<file path="config.mk">
export PLATFORM = sky130hd
export DESIGN_NAME = adc_voltmeter_display_dimmer_flat
export DESIGN_NICKNAME = d
export VERILOG_FILES = /design/src/hdl/avd_pkg.sv /design/src/hdl/avd_interfaces.sv /design/src/hdl/avd_accum.sv /design/src/hdl/avd_pwm.sv /design/src/hdl/adc_voltmeter_display_dimmer.sv /design/src/flat_wrapper.sv
export VERILOG_INCLUDE_DIRS = /design/src /design/src/hdl
export SDC_FILE = /design/constraint.sdc
export NUM_CORES = 1
export LEC_CHECK = 0
export ABC_AREA = 1
export BUFFER_PORTS_ARGS = -buffer_cell sky130_fd_sc_hd__buf_2
export CORE_ASPECT_RATIO = 1.5
export CORE_UTILIZATION = 49
export CTS_CLUSTER_DIAMETER = 30
export DETAILED_ROUTE_END_ITERATION = 7
export PLACE_DENSITY = 0.73
export SLEW_MARGIN = 20
export SYNTH_ARGS = -nofsm -noshare
export SYNTH_HDL_FRONTEND = slang
export SYNTH_SLANG_ARGS = --single-unit
</file>
<file path="constraint.sdc">
create_clock -name clk -period 6.6 [get_ports clk]
set_input_delay 1.32 -clock clk [delete_from_list [all_inputs] [get_ports clk]]
set_output_delay 1.32 -clock clk [all_outputs]
set_load 0.01 [all_outputs]
</file>
<file path="src/hdl/adc_voltmeter_display_dimmer_defines.svh">
// ----------------------------------------------------------------------------
// adc voltmeter display dimmer - assertion macros
// shared concurrent assertion forms, clocked on the rising edge, async reset
// ----------------------------------------------------------------------------
`ifndef ADC_VOLTMETER_DISPLAY_DIMMER_DEFINES_SVH
`define ADC_VOLTMETER_DISPLAY_DIMMER_DEFINES_SVH

// same-cycle implication
`define AVD_ASSERT_NOW(label, clk, rst_n, ante, cons, msg) \
	label: assert property (@(posedge clk) disable iff (!rst_n) (ante) |-> (cons)) \
		else $error(msg);

// next-cycle implication
`define AVD_ASSERT_NEXT(label, clk, rst_n, ante, cons, msg) \
	label: assert property (@(posedge clk) disable iff (!rst_n) (ante) |=> (cons)) \
		else $error(msg);

`endif

</file>
<file path="src/hdl/avd_pkg.sv">
// ----------------------------------------------------------------------------
// avd_pkg
// shared widths, codes, constants, types and the segment decoder
// ----------------------------------------------------------------------------
package avd_pkg;

	localparam int unsigned AVD_BATCH_SAMPLES = 8;

	localparam int unsigned AVD_SAMPLE_W  = 10;
	localparam int unsigned AVD_MODE_W    = 2;
	localparam int unsigned AVD_SEG_W     = 7;
	localparam int unsigned AVD_BCD_W     = 6;
	localparam int unsigned AVD_VOLT_W    = 6;
	localparam int unsigned AVD_PERIOD_W  = 16;
	localparam int unsigned AVD_CMP_W     = 17;
	localparam int unsigned AVD_DUTY_W    = 8;

	localparam int unsigned AVD_SAMPLE_MAX = 1023;
	// 33 / 1023 reduces to 1 / 31
	localparam int unsigned AVD_VOLT_DIV   = 31;

	localparam logic [AVD_PERIOD_W-1:0] AVD_PERIOD_RESET = 16'd49999;

	localparam logic       AVD_CMD_SAMPLE = 1'b0;
	localparam logic       AVD_CMD_TICK   = 1'b1;
	localparam logic [1:0] AVD_MODE_OFF    = 2'd0;
	localparam logic [1:0] AVD_MODE_FREEZE = 2'd1;

	localparam int unsigned AVD_DUTY_FULL     = 100;
	localparam int unsigned AVD_DUTY_FALLBACK = 50;

	// exact x / 100 for x < 2^23 by multiply and shift
	localparam int unsigned AVD_PCT         = 100;
	localparam int unsigned AVD_PCT_SHIFT   = 30;
	localparam int unsigned AVD_PCT_RECIP_W = 24;
	localparam logic [AVD_PCT_RECIP_W-1:0] AVD_PCT_RECIP =
		AVD_PCT_RECIP_W'((2 ** AVD_PCT_SHIFT + AVD_PCT - 1) / AVD_PCT);

	typedef struct packed {
		logic                    we;
		logic [AVD_PERIOD_W-1:0] data;
	} avd_cfg_t;

	typedef struct packed {
		logic [AVD_SEG_W-1:0]  seg;
		logic                  high;
		logic                  disp;
		logic                  done;
		logic [AVD_MODE_W-1:0] mode;
		logic [AVD_BCD_W-1:0]  bcd;
	} avd_mid_t;

	function automatic logic [AVD_SEG_W-1:0] avd_seg7(input logic [3:0] d);
		logic [AVD_SEG_W-1:0] s;
		case (d)
			4'h0: s = 7'h3F;
			4'h1: s = 7'h06;
			4'h2: s = 7'h5B;
			4'h3: s = 7'h4F;
			4'h4: s = 7'h66;
			4'h5: s = 7'h6D;
			4'h6: s = 7'h7D;
			4'h7: s = 7'h07;
			4'h8: s = 7'h7F;
			4'h9: s = 7'h6F;
			4'hA: s = 7'h77;
			4'hB: s = 7'h7C;
			4'hC: s = 7'h39;
			4'hD: s = 7'h5E;
			4'hE: s = 7'h79;
			default: s = 7'h71;
		endcase
		return s;
	endfunction

endpackage

</file>
<file path="src/hdl/avd_interfaces.sv">
// ----------------------------------------------------------------------------
// avd interfaces
// valid/ready channels for input items and result items
// ----------------------------------------------------------------------------
interface avd_in_if;
	import avd_pkg::*;
	logic                    valid;
	logic                    ready;
	logic                    command;
	logic [AVD_SAMPLE_W-1:0] sample;
	logic [AVD_MODE_W-1:0]   mode;

	modport source (output valid, output command, output sample, output mode, input ready);
	modport sink   (input valid, input command, input sample, input mode, output ready);
endinterface

interface avd_out_if;
	import avd_pkg::*;
	logic                  valid;
	logic                  ready;
	logic [AVD_SEG_W-1:0]  segment_code;
	logic                  high_digit_on;
	logic                  display_valid;
	logic [AVD_CMP_W-1:0]  pwm_compare;
	logic [AVD_BCD_W-1:0]  voltage_bcd;
	logic                  batch_done;

	modport source (output valid, output segment_code, output high_digit_on,
		output display_valid, output pwm_compare, output voltage_bcd,
		output batch_done, input ready);
	modport sink   (input valid, input segment_code, input high_digit_on,
		input display_valid, input pwm_compare, input voltage_bcd,
		input batch_done, output ready);
endinterface

</file>
<file path="src/hdl/avd_accum.sv">
// ----------------------------------------------------------------------------
// avd_accum
// input register, batch accumulator, voltage scaling to bcd, digit select
// ----------------------------------------------------------------------------
`include "adc_voltmeter_display_dimmer_defines.svh"

module avd_accum #(
	parameter int unsigned BATCH_SAMPLES = avd_pkg::AVD_BATCH_SAMPLES
) (
	input  logic              clk,
	input  logic              arst_n,
	avd_in_if.sink            samples,
	output logic              mid_valid,
	input  logic              mid_ready,
	output avd_pkg::avd_mid_t mid
);
	import avd_pkg::*;

	localparam int unsigned SUM_W   = $clog2(BATCH_SAMPLES * AVD_SAMPLE_MAX + 1);
	localparam int unsigned CNT_W   = $clog2(BATCH_SAMPLES + 1);
	localparam int unsigned DIV     = AVD_VOLT_DIV * BATCH_SAMPLES;
	localparam int unsigned DIV_W   = $clog2(DIV + 1);
	localparam int unsigned SHIFT   = SUM_W + DIV_W;
	localparam int unsigned RECIP_W = SUM_W + 2;
	localparam int unsigned PROD_W  = SUM_W + RECIP_W;
	// ceiling reciprocal, exact for every reachable sum
	localparam logic [RECIP_W-1:0] RECIP = RECIP_W'((2 ** SHIFT + DIV - 1) / DIV);

	// stage 1 input register
	logic                    v_s1;
	logic                    cmd_s1;
	logic [AVD_SAMPLE_W-1:0] sample_s1;
	logic [AVD_MODE_W-1:0]   mode_s1;

	logic                    v_s2;
	avd_mid_t                mid_s2;

	// accumulator state
	logic [SUM_W-1:0]        sum_q;
	logic [CNT_W-1:0]        cnt_q;
	logic [AVD_BCD_W-1:0]    bcd_q;
	logic                    tog_q;

	logic                    a_ok;
	logic                    adv_a;
	logic                    tick;
	logic                    take;
	logic                    batch_end;
	logic [SUM_W-1:0]        sum_add;
	logic [CNT_W-1:0]        cnt_add;
	logic [PROD_W-1:0]       prod;
	logic [AVD_VOLT_W-1:0]   volt;
	logic [1:0]              tens;
	logic [AVD_VOLT_W-1:0]   tens10;
	logic [3:0]              ones;
	logic [AVD_BCD_W-1:0]    bcd_new;
	logic [3:0]              digit;

	assign a_ok          = !v_s2 || mid_ready;
	assign adv_a         = v_s1 && a_ok;
	assign samples.ready = !v_s1 || a_ok;

	always_ff @(posedge clk or negedge arst_n) begin
		if (!arst_n) begin
			v_s1 <= 1'b0;
		end else if (samples.ready) begin
			v_s1 <= samples.valid;
		end
	end

	always_ff @(posedge clk) begin
		if (samples.valid && samples.ready) begin
			cmd_s1    <= samples.command;
			sample_s1 <= samples.sample;
			mode_s1   <= samples.mode;
		end
	end

	always_comb begin
		tick      = (cmd_s1 == AVD_CMD_TICK);
		take      = (cmd_s1 == AVD_CMD_SAMPLE) && (mode_s1 != AVD_MODE_FREEZE);
		sum_add   = sum_q + SUM_W'(sample_s1);
		cnt_add   = cnt_q + CNT_W'(1);
		batch_end = take && (cnt_add == CNT_W'(BATCH_SAMPLES));
		prod      = PROD_W'(sum_add) * PROD_W'(RECIP);
		volt      = AVD_VOLT_W'(prod >> SHIFT);
		if (volt >= 6'd30) begin
			tens = 2'd3;
		end else if (volt >= 6'd20) begin
			tens = 2'd2;
		end else if (volt >= 6'd10) begin
			tens = 2'd1;
		end else begin
			tens = 2'd0;
		end
		tens10  = AVD_VOLT_W'({tens, 3'b000}) + AVD_VOLT_W'({tens, 1'b0});
		ones    = 4'(volt - tens10);
		bcd_new = batch_end ? {tens, ones} : bcd_q;
		digit   = tog_q ? {2'b00, bcd_q[5:4]} : bcd_q[3:0];
	end

	always_ff @(posedge clk or negedge arst_n) begin
		if (!arst_n) begin
			sum_q <= '0;
			cnt_q <= '0;
			bcd_q <= '0;
			tog_q <= 1'b0;
		end else if (adv_a) begin
			if (tick) begin
				tog_q <= ~tog_q;
			end else if (batch_end) begin
				sum_q <= '0;
				cnt_q <= '0;
				bcd_q <= bcd_new;
			end else if (take) begin
				sum_q <= sum_add;
				cnt_q <= cnt_add;
			end
		end
	end

	always_ff @(posedge clk or negedge arst_n) begin
		if (!arst_n) begin
			v_s2 <= 1'b0;
		end else if (a_ok) begin
			v_s2 <= v_s1;
		end
	end

	always_ff @(posedge clk) begin
		if (adv_a) begin
			mid_s2.seg  <= tick ? avd_seg7(digit) : '0;
			mid_s2.high <= tick && tog_q;
			mid_s2.disp <= tick;
			mid_s2.done <= batch_end;
			mid_s2.mode <= mode_s1;
			mid_s2.bcd  <= bcd_new;
		end
	end

	assign mid_valid = v_s2;
	assign mid       = mid_s2;

	`AVD_ASSERT_NOW(a_cnt_range, clk, arst_n, 1'b1, cnt_q < CNT_W'(BATCH_SAMPLES),
		"sample count reached batch size")
	`AVD_ASSERT_NOW(a_bcd_legal, clk, arst_n, 1'b1, (bcd_q[3:0] <= 4'd9) && (bcd_q <= 6'h33),
		"stored voltage is not legal bcd")
	`AVD_ASSERT_NEXT(a_batch_clear, clk, arst_n, adv_a && batch_end,
		(sum_q == '0) && (cnt_q == '0), "batch end did not clear accumulator")
	`AVD_ASSERT_NEXT(a_tick_toggle, clk, arst_n, adv_a && tick, tog_q != $past(tog_q),
		"display tick did not alternate digit")

endmodule

</file>
<file path="src/hdl/avd_pwm.sv">
// ----------------------------------------------------------------------------
// avd_pwm
// period register, duty select, compare multiply and divide by 100, output reg
// ----------------------------------------------------------------------------
`include "adc_voltmeter_display_dimmer_defines.svh"

module avd_pwm (
	input  logic              clk,
	input  logic              arst_n,
	input  avd_pkg::avd_cfg_t cfg,
	input  logic              mid_valid,
	output logic              mid_ready,
	input  avd_pkg::avd_mid_t mid,
	avd_out_if.source         results
);
	import avd_pkg::*;

	localparam int unsigned PROD_W  = AVD_CMP_W + AVD_DUTY_W;
	localparam int unsigned SCALE_W = PROD_W + AVD_PCT_RECIP_W;

	logic [AVD_PERIOD_W-1:0] period_q;

	logic                    v_s3;
	logic [PROD_W-1:0]       prod_s3;
	avd_mid_t                mid_s3;

	logic                    out_v_q;
	logic [AVD_SEG_W-1:0]    seg_q;
	logic                    high_q;
	logic                    disp_q;
	logic [AVD_CMP_W-1:0]    cmp_q;
	logic [AVD_BCD_W-1:0]    bcd_q;
	logic                    done_q;

	logic                    rdy_out;
	logic [AVD_DUTY_W-1:0]   triple;
	logic [AVD_DUTY_W-1:0]   duty;
	logic [AVD_CMP_W-1:0]    span;
	logic [SCALE_W-1:0]      scaled;

	always_ff @(posedge clk or negedge arst_n) begin
		if (!arst_n) begin
			period_q <= AVD_PERIOD_RESET;
		end else if (cfg.we) begin
			period_q <= cfg.data;
		end
	end

	// 6-bit bcd value read as binary, times three
	always_comb begin
		triple = AVD_DUTY_W'({mid.bcd, 1'b0}) + AVD_DUTY_W'(mid.bcd);
		case (mid.mode)
			AVD_MODE_OFF:    duty = '0;
			AVD_MODE_FREEZE: duty = AVD_DUTY_W'(AVD_DUTY_FULL);
			default:         duty = triple;
		endcase
		if (duty > AVD_DUTY_W'(AVD_DUTY_FULL)) begin
			duty = AVD_DUTY_W'(AVD_DUTY_FALLBACK);
		end
		span   = AVD_CMP_W'(period_q) + AVD_CMP_W'(1);
		scaled = SCALE_W'(prod_s3) * SCALE_W'(AVD_PCT_RECIP);
	end

	assign rdy_out   = !out_v_q || results.ready;
	assign mid_ready = !v_s3 || rdy_out;

	always_ff @(posedge clk or negedge arst_n) begin
		if (!arst_n) begin
			v_s3    <= 1'b0;
			out_v_q <= 1'b0;
		end else begin
			if (mid_ready) begin
				v_s3 <= mid_valid;
			end
			if (rdy_out) begin
				out_v_q <= v_s3;
			end
		end
	end

	always_ff @(posedge clk) begin
		if (mid_valid && mid_ready) begin
			prod_s3 <= PROD_W'(span) * PROD_W'(duty);
			mid_s3  <= mid;
		end
		if (v_s3 && rdy_out) begin
			seg_q  <= mid_s3.seg;
			high_q <= mid_s3.high;
			disp_q <= mid_s3.disp;
			done_q <= mid_s3.done;
			bcd_q  <= mid_s3.bcd;
			cmp_q  <= AVD_CMP_W'(scaled >> AVD_PCT_SHIFT);
		end
	end

	assign results.valid         = out_v_q;
	assign results.segment_code  = seg_q;
	assign results.high_digit_on = high_q;
	assign results.display_valid = disp_q;
	assign results.pwm_compare   = cmp_q;
	assign results.voltage_bcd   = bcd_q;
	assign results.batch_done    = done_q;

	`AVD_ASSERT_NEXT(a_s3_load, clk, arst_n, mid_valid && mid_ready, v_s3,
		"accepted item missing from compare stage")
	`AVD_ASSERT_NEXT(a_out_load, clk, arst_n, v_s3 && rdy_out, out_v_q,
		"compare stage item missing from output register")
	`AVD_ASSERT_NEXT(a_duty_cap, clk, arst_n, mid_valid && mid_ready,
		prod_s3 <= PROD_W'($past(span)) * PROD_W'(AVD_DUTY_FULL),
		"compare product above full scale")

endmodule

</file>
<file path="src/hdl/adc_voltmeter_display_dimmer.sv">
// ----------------------------------------------------------------------------
// adc_voltmeter_display_dimmer
// averaging voltmeter with two-digit 7-segment mux and pwm dimmer compare
// ----------------------------------------------------------------------------
//
// channel   dir   transfer moves
// --------  ----  ------------------------------------------------------
// samples   in    command, sample, mode (sample or display tick)
// results   out   segment_code, high_digit_on, display_valid,
//                 pwm_compare, voltage_bcd, batch_done
// cfg_wr_*  in    pwm_period write, no handshake, no read-back
//
// one transfer in and one result out per cycle while nothing stalls, through the
// input register, accumulate/scale stage, compare multiply, divide by 100
// into the output register; each stage holds its own valid bit and stalls
// only when the stage after it is full and stalled
// async active-low reset clears valid bits, the accumulator, the stored
// voltage, the digit toggle and sets pwm_period to 49999; no clearing pass
//
module adc_voltmeter_display_dimmer #(
	parameter int unsigned BATCH_SAMPLES = avd_pkg::AVD_BATCH_SAMPLES
) (
	input  logic                             clk,
	input  logic                             arst_n,
	input  logic                             cfg_wr_en,
	input  logic [avd_pkg::AVD_PERIOD_W-1:0] cfg_wr_data,
	avd_in_if.sink                           samples,
	avd_out_if.source                        results
);
	import avd_pkg::*;

	// handoff between the accumulator and the pwm stages
	logic     mid_valid;
	logic     mid_ready;
	avd_mid_t mid;
	avd_cfg_t cfg;

	assign cfg.we   = cfg_wr_en;
	assign cfg.data = cfg_wr_data;

	// batch sum, average scaled to tenths of a volt, bcd store and digit pick
	avd_accum #(
		.BATCH_SAMPLES (BATCH_SAMPLES)
	) u_accum (
		.clk       (clk),
		.arst_n    (arst_n),
		.samples   (samples),
		.mid_valid (mid_valid),
		.mid_ready (mid_ready),
		.mid       (mid)
	);

	// duty from mode and new voltage, then (period + 1) * duty / 100
	avd_pwm u_pwm (
		.clk       (clk),
		.arst_n    (arst_n),
		.cfg       (cfg),
		.mid_valid (mid_valid),
		.mid_ready (mid_ready),
		.mid       (mid),
		.results   (results)
	);

endmodule

</file>
<file path="src/flat_wrapper.sv">
// flat-port wrapper written by rule: the top's interface ports become plain ports
module adc_voltmeter_display_dimmer_flat import avd_pkg::*;
#(
	parameter int unsigned BATCH_SAMPLES = avd_pkg::AVD_BATCH_SAMPLES
)
  (clk, arst_n, cfg_wr_en, cfg_wr_data, samples_valid, samples_command, samples_sample, samples_mode, samples_ready, results_valid, results_segment_code, results_high_digit_on, results_display_valid, results_pwm_compare, results_voltage_bcd, results_batch_done, results_ready);
  avd_in_if samples_i ();
  avd_out_if results_i ();
  input  logic clk;
  input  logic arst_n;
  input  logic cfg_wr_en;
  input  logic [avd_pkg::AVD_PERIOD_W-1:0] cfg_wr_data;
  input wire logic [$bits(samples_i.valid)-1:0] samples_valid;
  input wire logic [$bits(samples_i.command)-1:0] samples_command;
  input wire logic [$bits(samples_i.sample)-1:0] samples_sample;
  input wire logic [$bits(samples_i.mode)-1:0] samples_mode;
  output wire logic [$bits(samples_i.ready)-1:0] samples_ready;
  output wire logic [$bits(results_i.valid)-1:0] results_valid;
  output wire logic [$bits(results_i.segment_code)-1:0] results_segment_code;
  output wire logic [$bits(results_i.high_digit_on)-1:0] results_high_digit_on;
  output wire logic [$bits(results_i.display_valid)-1:0] results_display_valid;
  output wire logic [$bits(results_i.pwm_compare)-1:0] results_pwm_compare;
  output wire logic [$bits(results_i.voltage_bcd)-1:0] results_voltage_bcd;
  output wire logic [$bits(results_i.batch_done)-1:0] results_batch_done;
  input wire logic [$bits(results_i.ready)-1:0] results_ready;
  assign samples_i.valid = samples_valid;
  assign samples_i.command = samples_command;
  assign samples_i.sample = samples_sample;
  assign samples_i.mode = samples_mode;
  assign samples_ready = samples_i.ready;
  assign results_valid = results_i.valid;
  assign results_segment_code = results_i.segment_code;
  assign results_high_digit_on = results_i.high_digit_on;
  assign results_display_valid = results_i.display_valid;
  assign results_pwm_compare = results_i.pwm_compare;
  assign results_voltage_bcd = results_i.voltage_bcd;
  assign results_batch_done = results_i.batch_done;
  assign results_i.ready = results_ready;
  adc_voltmeter_display_dimmer #(.BATCH_SAMPLES(BATCH_SAMPLES)) u_core (.clk(clk), .arst_n(arst_n), .cfg_wr_en(cfg_wr_en), .cfg_wr_data(cfg_wr_data), .samples(samples_i), .results(results_i));
endmodule
</file>
==> impl_metrics.json <==
{
  "grt_pass1_vias": 18400,
  "violations": "design-rule violations",
  "hpwlAfterDp_um": 48400,
  "cts_sinks": 149,
  "critPathLaunchType": "register",
  "cts_tree": "built",
  "reg2reg_slack_ns": 0.22,
  "status": "finished with violations",
  "htree_levels": 4,
  "drive_above_1_share_pct": 9.31,
  "dr_total_vias": 16900,
  "fillers": 4120,
  "antenna_found_initial": 0,
  "post-route-cell-area_um2": 25400,
  "min_path_cells": 0,
  "synth-main-ff-cell": "edfxtp_1",
  "slew_viol_final": 0,
  "worstPathMaxFanout": 9,
  "max_freq_mhz": 157,
  "endpoint_kind": "register",
  "critPathKind": "register to register",
  "period_needed_ns": 6.38,
  "grt_usage_pct": 24.0,
  "layout_common_cells": "642 x inv_1, 398 x ha_1, 361 x nand2_1",
  "cts_root_buffer": "clkbuf_16",
  "syn_area_per_cell_um2": 9.32,
  "ys_seq_elements": 149,
  "clockBufferDepth": 2,
  "ant_nets": 0,
  "num_io_pins": 69,
  "die_area_um2": 48200,
  "wire_per_inst_um": 17.3,
  "yosys_warnings": 0,
  "clk_latency_ns": 0.45,
  "drt_iter0_markers": 762,
  "max-cap-violations": 0,
  "first_pass_iters": 7,
  "rr_worst_depth": 34,
  "grt_first_pass_wirelength_um": 89900,
  "worstPathRequired_ns": 6.80,
  "worstPathArrival_ns": 6.58,
  "cts-buffers-inserted": 17,
  "yosysUniqueCellTypes": 55,
  "slowest_delay_ns": 0.54,
  "async_reset_ff_share_pct": 29.5,
  "gp_congestion": 0.984,
  "finalNetCount": 3403,
  "yosysTopAreaCell": "fa_1",
  "synth_area_leaders": "fa_1 29%, ha_1 22%, edfxtp_1 14%",
  "synth_top_area_share_pct": 28.9,
  "grt_overflow": 0,
  "core_um2": 46700,
  "portBuffers": 68,
  "setup_viol": 0,
  "fin_skew_ns": 0.0176,
  "synth_cells": 2487,
  "syn_area_um2": 23200,
  "ys_seq_area_share_pct": 18.4,
  "min_path_type": "register to register",
  "slew_headroom_pct": 33.4,
  "final_core_util_pct": 54.4,
  "post-route-period-util_pct": 96.7,
  "drc": 1,
  "place_area_um2": 24500,
  "critPathSlowestCell": "fa_1",
  "drt-vias-per-instance": 5.23,
  "final_common_cell": "inv_1",
  "grt_max_degree": 45,
  "cpMostUsedCell": "nand2_1",
  "die_w_um": 180,
  "tightest_slew_ns": 0.995,
  "area.growth.synth_to_final_pct": 9.64,
  "wirelength_um": 56100,
  "clk_pin_slew_worst_paths_ns": 0.07,
  "synth_edf_count": 105,
  "die_h_um": 268,
  "finalHoldViolCount": 0,
  "start_util_pct": 49.6,
  "rows": 97,
  "antenna_cells": 0
}
[logic make-up (layout without fill, tap and decap cells)]
kind of cell / after synthesis / in the layout / share of synthesized area (%)
compound gates: 243 / 243 / 5.96
buf+inv: 668 / 804 / 10.9
xor+xnor: 71 / 71 / 2.68
fa+ha+maj: 741 / 741 / 50.8
simple gates: 611 / 614 / 11.1
other cells: 2 / 17 / 0.0324
flops: 149 / 149 / 18.4
mux: 2 / 2 / 0.0971
[cell type report]
type / count / area (um2) / share of cell area (%)
Inverter: 655 / 2470 / 9.71
Clock inverter: 14 / 118 / 0.463
Clock buffer: 18 / 429 / 1.69
Multi-Input combinational cell: 1688 / 16700 / 65.5
Tap cell: 594 / 743 / 2.92
Sequential cell: 149 / 4270 / 16.8
Timing Repair Buffer: 117 / 736 / 2.89
[flip-flops by register name, indices dropped and copies added, names as in the netlist, 2 cells and up]
name	count
u_core.u_accum.mid	18
u_core.u_accum.bcd_q	6
u_core.u_pwm.period_q	16
u_core.u_accum.cnt_q	4
u_core.u_accum.sum_q	13
u_core.u_pwm.results.voltage_bcd	6
u_core.u_pwm.prod_s3	25
u_core.u_pwm.results.segment_code	7
u_core.u_accum.sample_s1	10
u_core.u_pwm.results.pwm_compare	17
u_core.u_pwm.mid_s3	16
u_core.u_accum.mode_s1	2
[critical path: cells and delay by family, from the launching register on]
kind	cells	cell delay (ns)
adder cells (fa/ha/maj)	6	2.70
flip-flops	1	0.48
AND/OR/NAND/NOR	15	1.65
buffers and inverters	5	0.36
AO/OA/AOI/OAI	7	0.82
XOR/XNOR	1	0.11
[worst paths after layout]
kind / startpoint / to
min reg2reg: u_core.u_accum.mid[8] / u_core.u_pwm.mid_s3[8]
min in group asynchronous: arst_n / u_core.u_pwm.period_q[4]
max in group asynchronous: arst_n / u_core.u_accum.bcd_q[2]
max: u_core.u_accum.mid[1] / u_core.u_pwm.prod_s3[23]
max reg2reg: u_core.u_accum.mid[1] / u_core.u_pwm.prod_s3[23]
min: u_core.u_accum.mid[8] / u_core.u_pwm.mid_s3[8]
[stage by stage]
stage                     TNS, ns  hold slack, ns  std cells  setup WS, ns
after global placement          0           0.401       3187         0.218
after global routing       -0.139           0.425       3235       -0.0764
final                           0           0.418       3235         0.218
after detailed placement  -0.0271           0.405       3187       -0.0271
after CTS                       0           0.418       3219        0.0147
after floorplan                 0           0.400       2502         0.624
[cells in the mapped netlist (12+ instances only)]
cell type / n
dfrtp_1: 35
inv_1: 644
a31oi_1: 13
nand3_1: 29
fa_1: 335
nand2_2: 14
o21ai_0: 77
xor2_1: 50
nor2_2: 12
nand2_1: 363
nand4_1: 14
edfxtp_1: 105
ha_1: 406
a21oi_1: 100
nor2_1: 146
xnor2_1: 21
[per-layer routing]
layer / vias up / GRT usage (%) / routed length, um
met5: - / 0 / 0
met4: 0 / 14.8 / 3730
met1: 8347 / 23.6 / 19900
met3: 176 / 2.63 / 1410
met2: 410 / 47.8 / 31100
li1: 7990 / - / -
[timing repair]
item	4_1_cts	5_1_grt
hold buffers	0	0
setup endpoints to repair	1	9
gates cloned	0	3
setup buffers	0	13
pin swaps	0	28
endpoints found under the hold margin	0	0
resized for setup	1	41
Power is not shown: default switching activity piles up to over one toggle a cycle in this logic, so the estimate is an artifact.
